===== src/sv/min_tracking_stack_defines.svh =====
// ---------------------------------------------------------------------------
// Min tracking stack assertion macros
// Shared assertion shorthands, clocked on clk and held off during reset.
// ---------------------------------------------------------------------------
`ifndef MIN_TRACKING_STACK_DEFINES_SVH
`define MIN_TRACKING_STACK_DEFINES_SVH

// Same-cycle implication.
`define MTS_ASSERT_NOW(label, ante, cons, msg) \
	label: assert property (@(posedge clk) disable iff (!arst_n) (ante) |-> (cons)) \
		else $error(msg);

// Next-cycle implication.
`define MTS_ASSERT_NEXT(label, ante, cons, msg) \
	label: assert property (@(posedge clk) disable iff (!arst_n) (ante) |=> (cons)) \
		else $error(msg);

`endif


===== src/sv/mts_pkg.sv =====
// ---------------------------------------------------------------------------
// mts_pkg
// Constants and types shared by the min tracking stack.
// ---------------------------------------------------------------------------
package mts_pkg;

	localparam int STACK_DEPTH = 64;
	localparam int ADDR_W      = (STACK_DEPTH > 1) ? $clog2(STACK_DEPTH) : 1;
	localparam int COUNT_W     = $clog2(STACK_DEPTH + 1);
	localparam int DATA_W      = 32;
	localparam int ENTRY_CNT_W = 7;

	localparam logic signed [DATA_W-1:0] EMPTY_MARK = 32'sh7FFF_FFFF;

	localparam logic ACT_PUSH = 1'b0;
	localparam logic ACT_POP  = 1'b1;

	// one stored entry: value and running minimum at push time
	typedef struct packed {
		logic signed [DATA_W-1:0] value;
		logic signed [DATA_W-1:0] run_min;
	} entry_t;

	typedef struct packed {
		logic              en;
		logic [ADDR_W-1:0] addr;
		entry_t            data;
	} wr_req_t;

	typedef struct packed {
		logic              en;
		logic [ADDR_W-1:0] addr;
	} rd_req_t;

	typedef struct packed {
		logic signed [DATA_W-1:0] top_value;
		logic signed [DATA_W-1:0] min_value;
		logic [ENTRY_CNT_W-1:0]   entry_count;
		logic                     is_empty;
		logic                     op_error;
	} result_t;

	typedef enum logic [1:0] {
		S_IDLE  = 2'b01,
		S_FETCH = 2'b10
	} state_t;

endpackage


===== src/sv/mts_if.sv =====
// ---------------------------------------------------------------------------
// Min tracking stack channels
// Request channel (push/pop) and response channel (stack status).
// ---------------------------------------------------------------------------
interface mts_req_if;
	logic               valid;
	logic               ready;
	logic               action;
	logic signed [31:0] push_value;

	modport source (output valid, output action, output push_value, input ready);
	modport sink   (input valid, input action, input push_value, output ready);
endinterface

interface mts_rsp_if;
	logic               valid;
	logic               ready;
	logic signed [31:0] top_value;
	logic signed [31:0] min_value;
	logic [6:0]         entry_count;
	logic               is_empty;
	logic               op_error;

	modport source (output valid, output top_value, output min_value, output entry_count,
		output is_empty, output op_error, input ready);
	modport sink   (input valid, input top_value, input min_value, input entry_count,
		input is_empty, input op_error, output ready);
endinterface


===== src/sv/mts_store.sv =====
// ---------------------------------------------------------------------------
// mts_store
// Entry memory: one write port, one read port, registered read data.
// ---------------------------------------------------------------------------
module mts_store
	import mts_pkg::*;
(
	input  logic    clk,
	input  wr_req_t wr_req,
	input  rd_req_t rd_req,
	output entry_t  rd_data
);

	entry_t mem_q [STACK_DEPTH];
	entry_t rd_data_q;

	always_ff @(posedge clk) begin
		if (wr_req.en) begin
			mem_q[wr_req.addr] <= wr_req.data;
		end
	end

	always_ff @(posedge clk) begin
		if (rd_req.en) begin
			rd_data_q <= mem_q[rd_req.addr];
		end
	end

	assign rd_data = rd_data_q;

endmodule


===== src/sv/min_tracking_stack.sv =====
// ---------------------------------------------------------------------------
// min_tracking_stack
// Bounded stack of signed 32-bit values that reports its running minimum.
// ---------------------------------------------------------------------------
// Usage:
//   req  : one transaction per operation; action 0 pushes push_value,
//          action 1 pops the top entry.
//   rsp  : exactly one transaction per request, carrying the top value,
//          minimum, entry count, empty flag and error flag after the op.
//   An empty stack reports 0x7FFFFFFF as top and minimum. A push on a full
//   stack or a pop on an empty one leaves the stack alone and sets op_error.
// Timing:
//   Push, error cases and a pop that empties the stack: result registered
//   on acceptance, next request taken in the following cycle.
//   A pop that leaves entries behind needs the new top from the entry
//   memory (registered read), so it waits in S_FETCH and no new request is
//   taken meanwhile. Throughput is 1 request per cycle for pushes while rsp.ready is high.
// Reset: arst_n clears the entry count and the response valid; memory
//   contents are left as they are and only entries below the count are read.
// Stall: while a response waits for rsp.ready, no new request is accepted;
//   when it is taken, a new request can be accepted in that same cycle.
// ---------------------------------------------------------------------------
`include "min_tracking_stack_defines.svh"

module min_tracking_stack
	import mts_pkg::*;
(
	input  logic      clk,
	input  logic      arst_n,
	mts_req_if.sink   req,
	mts_rsp_if.source rsp
);

	// control
	state_t             state_q, state_d;
	logic [COUNT_W-1:0] count_q, count_d;
	logic               out_valid_q;

	// cached top entry (valid in S_IDLE while count_q is nonzero)
	logic signed [DATA_W-1:0] top_q, tmin_q;
	logic                     cache_load;
	entry_t                   cache_d;

	// response register
	result_t res_q, res_d;
	logic    res_load;

	// memory ports
	wr_req_t wr_req;
	rd_req_t rd_req;
	entry_t  rd_data;

	logic                     out_free, accept, is_push, full, empty;
	logic signed [DATA_W-1:0] push_min;

	mts_store u_store (
		.clk     (clk),
		.wr_req  (wr_req),
		.rd_req  (rd_req),
		.rd_data (rd_data)
	);

	assign out_free  = !out_valid_q || rsp.ready;
	assign req.ready = (state_q == S_IDLE) && out_free;
	assign accept    = req.valid && req.ready;
	assign is_push   = (req.action == ACT_PUSH);
	assign full      = (count_q == COUNT_W'(STACK_DEPTH));
	assign empty     = (count_q == '0);

	// new minimum only when strictly below the one underneath
	assign push_min = (empty || (req.push_value < tmin_q)) ? req.push_value : tmin_q;

	// new entry goes straight to memory at the current count
	always_comb begin
		wr_req.en           = accept && is_push && !full;
		wr_req.addr         = count_q[ADDR_W-1:0];
		wr_req.data.value   = req.push_value;
		wr_req.data.run_min = push_min;
	end

	// pop with entries remaining: fetch the entry below the top
	always_comb begin
		rd_req.en   = accept && !is_push && (count_q > COUNT_W'(1));
		rd_req.addr = ADDR_W'(count_q - COUNT_W'(2));
	end

	always_comb begin
		state_d           = state_q;
		count_d           = count_q;
		cache_load        = 1'b0;
		cache_d.value     = req.push_value;
		cache_d.run_min   = push_min;
		res_load          = 1'b0;
		res_d.top_value   = top_q;
		res_d.min_value   = tmin_q;
		res_d.entry_count = ENTRY_CNT_W'(count_q);
		res_d.is_empty    = empty;
		res_d.op_error    = 1'b0;

		unique case (state_q)
			S_IDLE: begin
				if (accept) begin
					if (is_push) begin
						res_load = 1'b1;
						if (full) begin
							res_d.op_error = 1'b1;
						end else begin
							count_d           = count_q + COUNT_W'(1);
							cache_load        = 1'b1;
							res_d.top_value   = req.push_value;
							res_d.min_value   = push_min;
							res_d.entry_count = ENTRY_CNT_W'(count_q + COUNT_W'(1));
							res_d.is_empty    = 1'b0;
						end
					end else if (empty) begin
						res_load          = 1'b1;
						res_d.op_error    = 1'b1;
						res_d.top_value   = EMPTY_MARK;
						res_d.min_value   = EMPTY_MARK;
					end else if (count_q == COUNT_W'(1)) begin
						res_load          = 1'b1;
						count_d           = '0;
						res_d.top_value   = EMPTY_MARK;
						res_d.min_value   = EMPTY_MARK;
						res_d.entry_count = '0;
						res_d.is_empty    = 1'b1;
					end else begin
						count_d = count_q - COUNT_W'(1);
						state_d = S_FETCH;
					end
				end
			end
			S_FETCH: begin
				// count_q already decremented; rd_data is the new top
				if (out_free) begin
					res_load        = 1'b1;
					cache_load      = 1'b1;
					cache_d         = rd_data;
					res_d.top_value = rd_data.value;
					res_d.min_value = rd_data.run_min;
					state_d         = S_IDLE;
				end
			end
			default: begin
				state_d = S_IDLE;
			end
		endcase
	end

	always_ff @(posedge clk or negedge arst_n) begin
		if (!arst_n) begin
			state_q     <= S_IDLE;
			count_q     <= '0;
			out_valid_q <= 1'b0;
		end else begin
			state_q <= state_d;
			count_q <= count_d;
			if (res_load) begin
				out_valid_q <= 1'b1;
			end else if (rsp.ready) begin
				out_valid_q <= 1'b0;
			end
		end
	end

	always_ff @(posedge clk) begin
		if (cache_load) begin
			top_q  <= cache_d.value;
			tmin_q <= cache_d.run_min;
		end
		if (res_load) begin
			res_q <= res_d;
		end
	end

	assign rsp.valid       = out_valid_q;
	assign rsp.top_value   = res_q.top_value;
	assign rsp.min_value   = res_q.min_value;
	assign rsp.entry_count = res_q.entry_count;
	assign rsp.is_empty    = res_q.is_empty;
	assign rsp.op_error    = res_q.op_error;

	// checks
	`MTS_ASSERT_NOW(a_count_bound, 1'b1, count_q <= COUNT_W'(STACK_DEPTH), "count beyond depth")
	`MTS_ASSERT_NOW(a_min_le_top, out_valid_q && !res_q.is_empty, res_q.min_value <= res_q.top_value, "minimum above top")
	`MTS_ASSERT_NOW(a_empty_flag, out_valid_q, res_q.is_empty == (res_q.entry_count == '0), "empty flag mismatch")
	`MTS_ASSERT_NEXT(a_push_count, accept && is_push && !full, count_q == $past(count_q) + COUNT_W'(1), "push did not grow stack")
	`MTS_ASSERT_NEXT(a_fetch_hold, state_q == S_FETCH && !out_free, state_q == S_FETCH && $stable(rd_data), "fetch lost while stalled")

endmodule


===== src/flat_wrapper.sv =====
// flat-port wrapper written by rule: the top's interface ports become plain ports
module min_tracking_stack_flat import mts_pkg::*;
  (clk, arst_n, req_valid, req_action, req_push_value, req_ready, rsp_valid, rsp_top_value, rsp_min_value, rsp_entry_count, rsp_is_empty, rsp_op_error, rsp_ready);
  mts_req_if req_i ();
  mts_rsp_if rsp_i ();
  input  logic clk;
  input  logic arst_n;
  input wire logic [$bits(req_i.valid)-1:0] req_valid;
  input wire logic [$bits(req_i.action)-1:0] req_action;
  input wire logic [$bits(req_i.push_value)-1:0] req_push_value;
  output wire logic [$bits(req_i.ready)-1:0] req_ready;
  output wire logic [$bits(rsp_i.valid)-1:0] rsp_valid;
  output wire logic [$bits(rsp_i.top_value)-1:0] rsp_top_value;
  output wire logic [$bits(rsp_i.min_value)-1:0] rsp_min_value;
  output wire logic [$bits(rsp_i.entry_count)-1:0] rsp_entry_count;
  output wire logic [$bits(rsp_i.is_empty)-1:0] rsp_is_empty;
  output wire logic [$bits(rsp_i.op_error)-1:0] rsp_op_error;
  input wire logic [$bits(rsp_i.ready)-1:0] rsp_ready;
  assign req_i.valid = req_valid;
  assign req_i.action = req_action;
  assign req_i.push_value = req_push_value;
  assign req_ready = req_i.ready;
  assign rsp_valid = rsp_i.valid;
  assign rsp_top_value = rsp_i.top_value;
  assign rsp_min_value = rsp_i.min_value;
  assign rsp_entry_count = rsp_i.entry_count;
  assign rsp_is_empty = rsp_i.is_empty;
  assign rsp_op_error = rsp_i.op_error;
  assign rsp_i.ready = rsp_ready;
  min_tracking_stack u_core (.clk(clk), .arst_n(arst_n), .req(req_i), .rsp(rsp_i));
endmodule

===== config.mk =====
export PLATFORM = sky130hd
export DESIGN_NAME = min_tracking_stack_flat
export DESIGN_NICKNAME = d
export VERILOG_FILES = /design/src/sv/mts_pkg.sv /design/src/sv/mts_if.sv /design/src/sv/mts_store.sv /design/src/sv/min_tracking_stack.sv /design/src/flat_wrapper.sv
export VERILOG_INCLUDE_DIRS = /design/src /design/src/sv
export SDC_FILE = /design/constraint.sdc
export NUM_CORES = 2
export LEC_CHECK = 0
export BUFFER_PORTS_ARGS = -buffer_cell sky130_fd_sc_hd__buf_2
export CORE_MARGIN = 4
export CORE_UTILIZATION = 30
export DETAILED_ROUTE_END_ITERATION = 10
export PLACE_DENSITY = 0.51
export SYNTH_ARGS = -nofsm -noshare
export SYNTH_HDL_FRONTEND = slang
export SYNTH_SLANG_ARGS = --single-unit

===== constraint.sdc =====
create_clock -name clk -period 18.6 [get_ports clk]
set_input_delay 3.72 -clock clk [delete_from_list [all_inputs] [get_ports clk]]
set_output_delay 3.72 -clock clk [all_outputs]
set_load 0.02 [all_outputs]

## Word-level counts from Yosys, hierarchy flattened

Memories as Yosys holds them, arrays and structs flattened. A register that Yosys moved wholly into a read port is not among the register bits.
Index checks and enable logic that the tools add are counted.

| storage, ports and cells | value |
|---|---|
| register bits after elaboration | 147 |
| memory bits (writable) | 4096 |
| word-level logic and storage cells | 81 |
| memories kept | 1 |

| cells by class | value |
|---|---|
| add/sub/neg operators | 3 |
| order comparisons | 2 |
| eq/ne operators | 11 |
| muxes and demuxes | 38 |
| bitwise operators | 1 |
| reductions and logical operators | 15 |

Memory list:

| name | depth | bits a word | read ports | clocked after memory_dff | write ports | RTL line | source |
|---|---|---|---|---|---|---|---|
| u_core.u_store.mem_q | 64 | 64 | 1 | 1 | 1 | mts_store.sv:14 | `entry_t mem_q [STACK_DEPTH];` |

Operator list:

| operator | count |
|---|---|
| $mux 64 | 4 |
| $mux 73 | 2 |
| $mux 72 | 2 |
| $pmux 64 s2 | 1 |
| $lt 32x32->1 | 1 |
| $mux 32 | 1 |
| $mux 7 | 4 |
| $mux 1 | 14 |
| $mux 2 | 5 |
| $ne 2x2->1 const B | 5 |
| $mux 9 | 1 |
| $mux 8 | 1 |
| $add 7x1->7 const B | 1 |
| $eq 7x1->1 const B | 1 |
| $eq 7x7->1 const B | 1 |
| $gt 7x1->1 const B | 1 |
| $logic_not 7->1 | 1 |
| $sub 7x1->7 const B | 1 |
| $logic_and 1x1->1 | 6 |
| $sub 6x2->6 const B | 1 |
| $reduce_and 5->1 | 1 |
| $ne 2x1->1 const B | 2 |
| $pmux 1 s2 | 2 |
| $pmux 2 s2 | 1 |
| 8 further kinds | 10 |

## Depth between registers and ports, before layout

| depth | value |
|---|---|
| depth after elaboration | 8 |
| mapped depth | 15 |
| gate-level depth less buffers | 10 |

## Cells and area by module

A second synthesis with hierarchy kept.

| unflattened totals | value |
|---|---|
| cells, all modules | 7645 |
| area total of the unflattened synthesis | 166838.8 um2 |

Modules (own cells, without submodules):

| module | instances | cells an instance | area each (um2) |
|---|---|---|---|
| mts_store | 1 | 6598 | 156989.3 |
| min_tracking_stack | 1 | 1047 | 9849.4 |

## Worst setup path after synthesis

Ideal clock, no wire load.

| path | value |
|---|---|
| kind | input to register |
| from | input port rsp_ready |
| to | memory u_core.u_store.mem_q[7][0] (netlist bit), enable pin |
| library setup time | 0.667 ns |
| data arrival time | 11.276 ns |
| setup slack | 6.658 ns |
| stages on the path | 6 |
| path buffers | 1 |
| cells stage by stage | nand2b_1 > nand3_1 > nor2_1 > nand2_1 > clkbuf_1 > nor4b_1 |

| between the ends | value |
|---|---|
| longest elaborated chain between the ends | 7 |

Ends and longest elaborated chain:

| element | RTL line | source |
|---|---|---|
| start: declaration | flat_wrapper.sv:18 | `input wire logic [$bits(rsp_i.ready)-1:0] rsp_ready;` |
| $logic_or 1x1->1 | min_tracking_stack.sv:63 | `assign out_free = !out_valid_q \|\| rsp.ready;` |
| $logic_and 1x1->1 | min_tracking_stack.sv:64 | `assign req.ready = (state_q == S_IDLE) && out_free;` |
| $logic_and 1x1->1 | min_tracking_stack.sv:65 | `assign accept = req.valid && req.ready;` |
| $logic_and 1x1->1 (2 in a row) | min_tracking_stack.sv:75 | `wr_req.en = accept && is_push && !full;` |
| $mux 1 | mts_store.sv:18 | `if (wr_req.en) begin` |
| $mux 1 (not written as such) | mts_store.sv:19 | `mem_q[wr_req.addr] <= wr_req.data;` |
| end: declaration | mts_store.sv:14 |  |

Every way passes these cells.

## Worst setup path after layout

| path | value |
|---|---|
| from | input port rsp_ready |
| to | output port req_ready |

| between the ends | value |
|---|---|
| longest elaborated chain between the ends | 2 |

Ends and longest elaborated chain:

| element | RTL line | source |
|---|---|---|
| $logic_or 1x1->1 | min_tracking_stack.sv:63 |  |
| $logic_and 1x1->1 | min_tracking_stack.sv:64 |  |
| end: declaration | flat_wrapper.sv:11 | `output wire logic [$bits(req_i.ready)-1:0] req_ready;` |

Every way passes these cells.

==> impl_results.md <==
- Top-area cell type share of the netlist area: 0.778
- Largest net degree at the start of global routing: 143
- Count of pins over their slew limit: 0
- Setup bufs post-CTS: 0
- Number of failing setup endpoints in the final timing report: 0
- Count of buffers inserted at the top-level ports: 111
- Root Driver: clkbuf_16
- Slowest Stage Delay on Critical Path: 0.48 ns
- Hold Violations, Final: 0
- Most prevalent standard cell on the critical path: buf_2
- Number of synthesized flops with an enable pin: 4297
- Ports placed on the boundary: 112
- Total instance count after detailed placement: 14151
- Cell with the largest stage delay on the worst path: nand2b_1
- Total of fill cells in the finished design: 50082
- Placeable core region: 0.550 sq mm
- Post-cts sizing count: 0
- Share of the clock period used by the worst path: 0.459
- Clock transition at the register clock pins on the worst setup and hold paths after CTS: 0.07 ns
- Wire length of the first global-routing pass: 690000 um
- Number of placement rows: 272
- Cell with the most instances after synthesis: edfxtp_1
- Type of element launching the critical path: input pin
- Insertion delay of the later-clocked pin in the worst-skew pair: 1.01 ns
- Area of the die: 0.565 sq mm
- CTS buffer count: 440
- Final ANT Viol Nets: 0
- Worst-case setup margin in the final layout: 10.06 ns
- Slew Limit Headroom: 0.183
- Area used by multi-input combinational logic: 0.0358 sq mm
- Pre-CTS WS: 10.08 ns
- Unrepaired setup endpoints after global routing: no
- Number of distinct standard cells referenced by the synthesized netlist: 60
- Area Overhead vs Synth: 15.6%
- Syn Std Cell Area: 0.166 sq mm
- Reg area: 0.129 sq mm
- Cells along the critical path: buf_2 -> nand2b_1 -> and2_1 -> buf_2
- Worst min-delay path category: register to register
- Buffer levels on the longest clock path: 4
- Chip Height: 751 um
- Highest Clock Rate: 117 MHz
- Crit. End Element: output pin
- Total nets after synthesis: 6933
- Number of vias in the routed layout: 79910
- Overflow after GRT: 0
- Critical path class: input pin to output pin
- Largest clock skew in the final design: 0.0810 ns
- Sequential element share of the synthesized area: 0.780
- DRC marker count from the first detailed-route iteration: 10891
- Share of flip-flops with an asynchronous set or reset: 0.00232
- TritonCTS clock tree: yes
- Average routed wire per standard cell: 33.7 um
- Vias in the first global route: 79605
- Post-synth top area cell: edfxtp_1
- Outcome: completed
- Average via count per standard cell: 5.32
- Max_cap viols: 0
- CTS hold repair buffers: 0
- Most frequent cells after synthesis: edfxtp_1 (4297), mux4_2 (1344), nand2_1 (216), clkbuf_1 (212), nor2_1 (118)
- Final standard cell count with taps included and fillers excluded: 15032
- Cell area power density: 161 mW/mm^2
- Setup TNS: 0 ns
- H-tree Lvls: 5
- Final layout net count: 7411
- Layout cell share with drive strength beyond 1: 0.325
- HPWL after detailed placement: 294000 um
- Flip-flop and latch count after synthesis: 4307
- Crit path buffers/inverters: 2
- Data required time at the worst endpoint: 14.88 ns
- Leakage power: 0.0583 uW
- Slew at the pin closest to its max-slew limit: 1.22 ns
- Ranking of synthesized cells by area: edfxtp_1 (78%), mux4_2 (18%), nand2_1 (0.49%)
- Worst voltage drop across the vdd grid: 0.217 mV
- Count of warnings emitted by yosys: 0
- Horizontal extent of the die: 751 um
- Clock sink count: 4307
- Number of antenna violations at the first check in global routing: 65
- Combined global-route utilization of all metal layers: 0.176
- Initial core utilization: 0.302
- Mean post-synth cell area: 24.2 sq um
- Gate family responsible for the most delay along the worst path: simple AND/OR/NAND/NOR gates
- First drt pass iteration count: 6
- Final cell utilization of the core: 0.349
- Maximum fanout count along the critical path: 9
- Number of design rule violations left after detail routing: 0
- Flip-flop cell with the highest count after synthesis: edfxtp_1
- Final critical path time including I/O delays and setup: 8.54 ns
- Total wire length: 507000 um
- Cell count after synthesis: 6855
- Final GP Congestion: 0.849
- Worst EP arrival: 4.82 ns
[area by class of cell]
class	instances	share of cell area
multi-input combinational	2145	0.187
tap	7261	0.0474
antenna	68	0.000887
sequential	4307	0.674
clock buffer	526	0.0594
clock inverter	286	0.0153
timing repair buffer	400	0.0151
inverter	39	0.000763
[metal layers]
metal,share of wire,vias to the layer above,global-route usage
met1,0.41,44542,0.242
met2,0.48,3905,0.285
met3,0.079,707,0.0305
met5,0.00016,-,0
met4,0.033,12,0.0536
li1,-,30744,-
[placed cells by master (no fill, tap or decap), types with 68 or more instances in the layout]
cell type	n
clkbuf_16	443
buf_4	275
diode_2	68
nand2_1	214
mux4_2	1344
buf_2	111
clkinv_1	119
clkbuf_1	83
o21ai_0	79
clkinv_2	76
edfxtp_1	4297
[state kept, by name, summed over array words and instances (netlist names)]
signal                  count
u_core.count_q              7
u_core.u_store.mem_q     4096
u_core.u_store.rd_data     64
u_core.rsp.op_error         1
u_core.rsp.top_value       32
u_core.rsp.valid            1
u_core.rsp.entry_count      7
u_core.tmin_q              32
u_core.rsp.min_value       32
u_core.top_q               32
u_core.state_q              2
u_core.rsp.is_empty         1
[worst paths after layout]
kind                                                    to  cells after the start               from  slack, ns
worst max-delay path                             req_ready                      4          rsp_ready      10.06
min in group asynchronous                u_core.count_q[3]                      1             arst_n       2.61
worst max register to register  u_core.u_store.rd_data[32]                      7  u_core.count_q[0]      12.17
worst min-delay path                     u_core.state_q[0]                      1  u_core.state_q[0]       0.53
worst min register to register           u_core.state_q[0]                      1  u_core.state_q[0]       0.53
max in group asynchronous                u_core.state_q[0]                      1             arst_n      15.69
[through the flow]
| step | hold slack [ns] | cell area, sq um | total power (uW) |
|---|---|---|---|
| 2_1_floorplan | 0.496 | 166000 | 18200 |
| 3_3_place_gp | 0.513 | 177000 | 22300 |
| 3_5_place_dp | 0.518 | 177000 | 22400 |
| 4_1_cts | 0.528 | 192000 | 31200 |
| 5_1_grt | 0.549 | 192000 | 31900 |
| 6_report | 0.525 | 192000 | 30900 |
[where the power goes]
part | switching (uW) | total [uW] | internal [uW] | leakage [uW]
Sequential | 283 | 12000 | 11700 | 0.0389
Combinational | 6010 | 10000 | 4040 | 0.0125
Clock | 3770 | 8820 | 5050 | 0.00697
Total | 10100 | 30900 | 20800 | 0.0583
[kinds of logic (layout without fill, tap and decap cells)]
| group | count (synthesis) | count (layout) | share of synthesized area |
|---|---|---|---|
| flops | 4307 | 4307 | 0.780 |
| simple gates | 414 | 414 | 0.0106 |
| buf+inv | 403 | 1251 | 0.0101 |
| mux | 1371 | 1371 | 0.184 |
| fa+ha+maj | 41 | 41 | 0.00309 |
| other cells | 0 | 68 | 0 |
| xor+xnor | 7 | 7 | 0.000370 |
| compound gates | 312 | 312 | 0.0119 |
[worst reg2reg max path: stages (launching register included)]
cell and delay (ns):
dfrtp_4 0.97, buf_4 0.84, buf_4 0.79, buf_4 0.92, buf_4 0.78, mux4_2 0.62, mux4_2 0.64, mux4_2 0.57
Power figures use the tool's default switching activity.
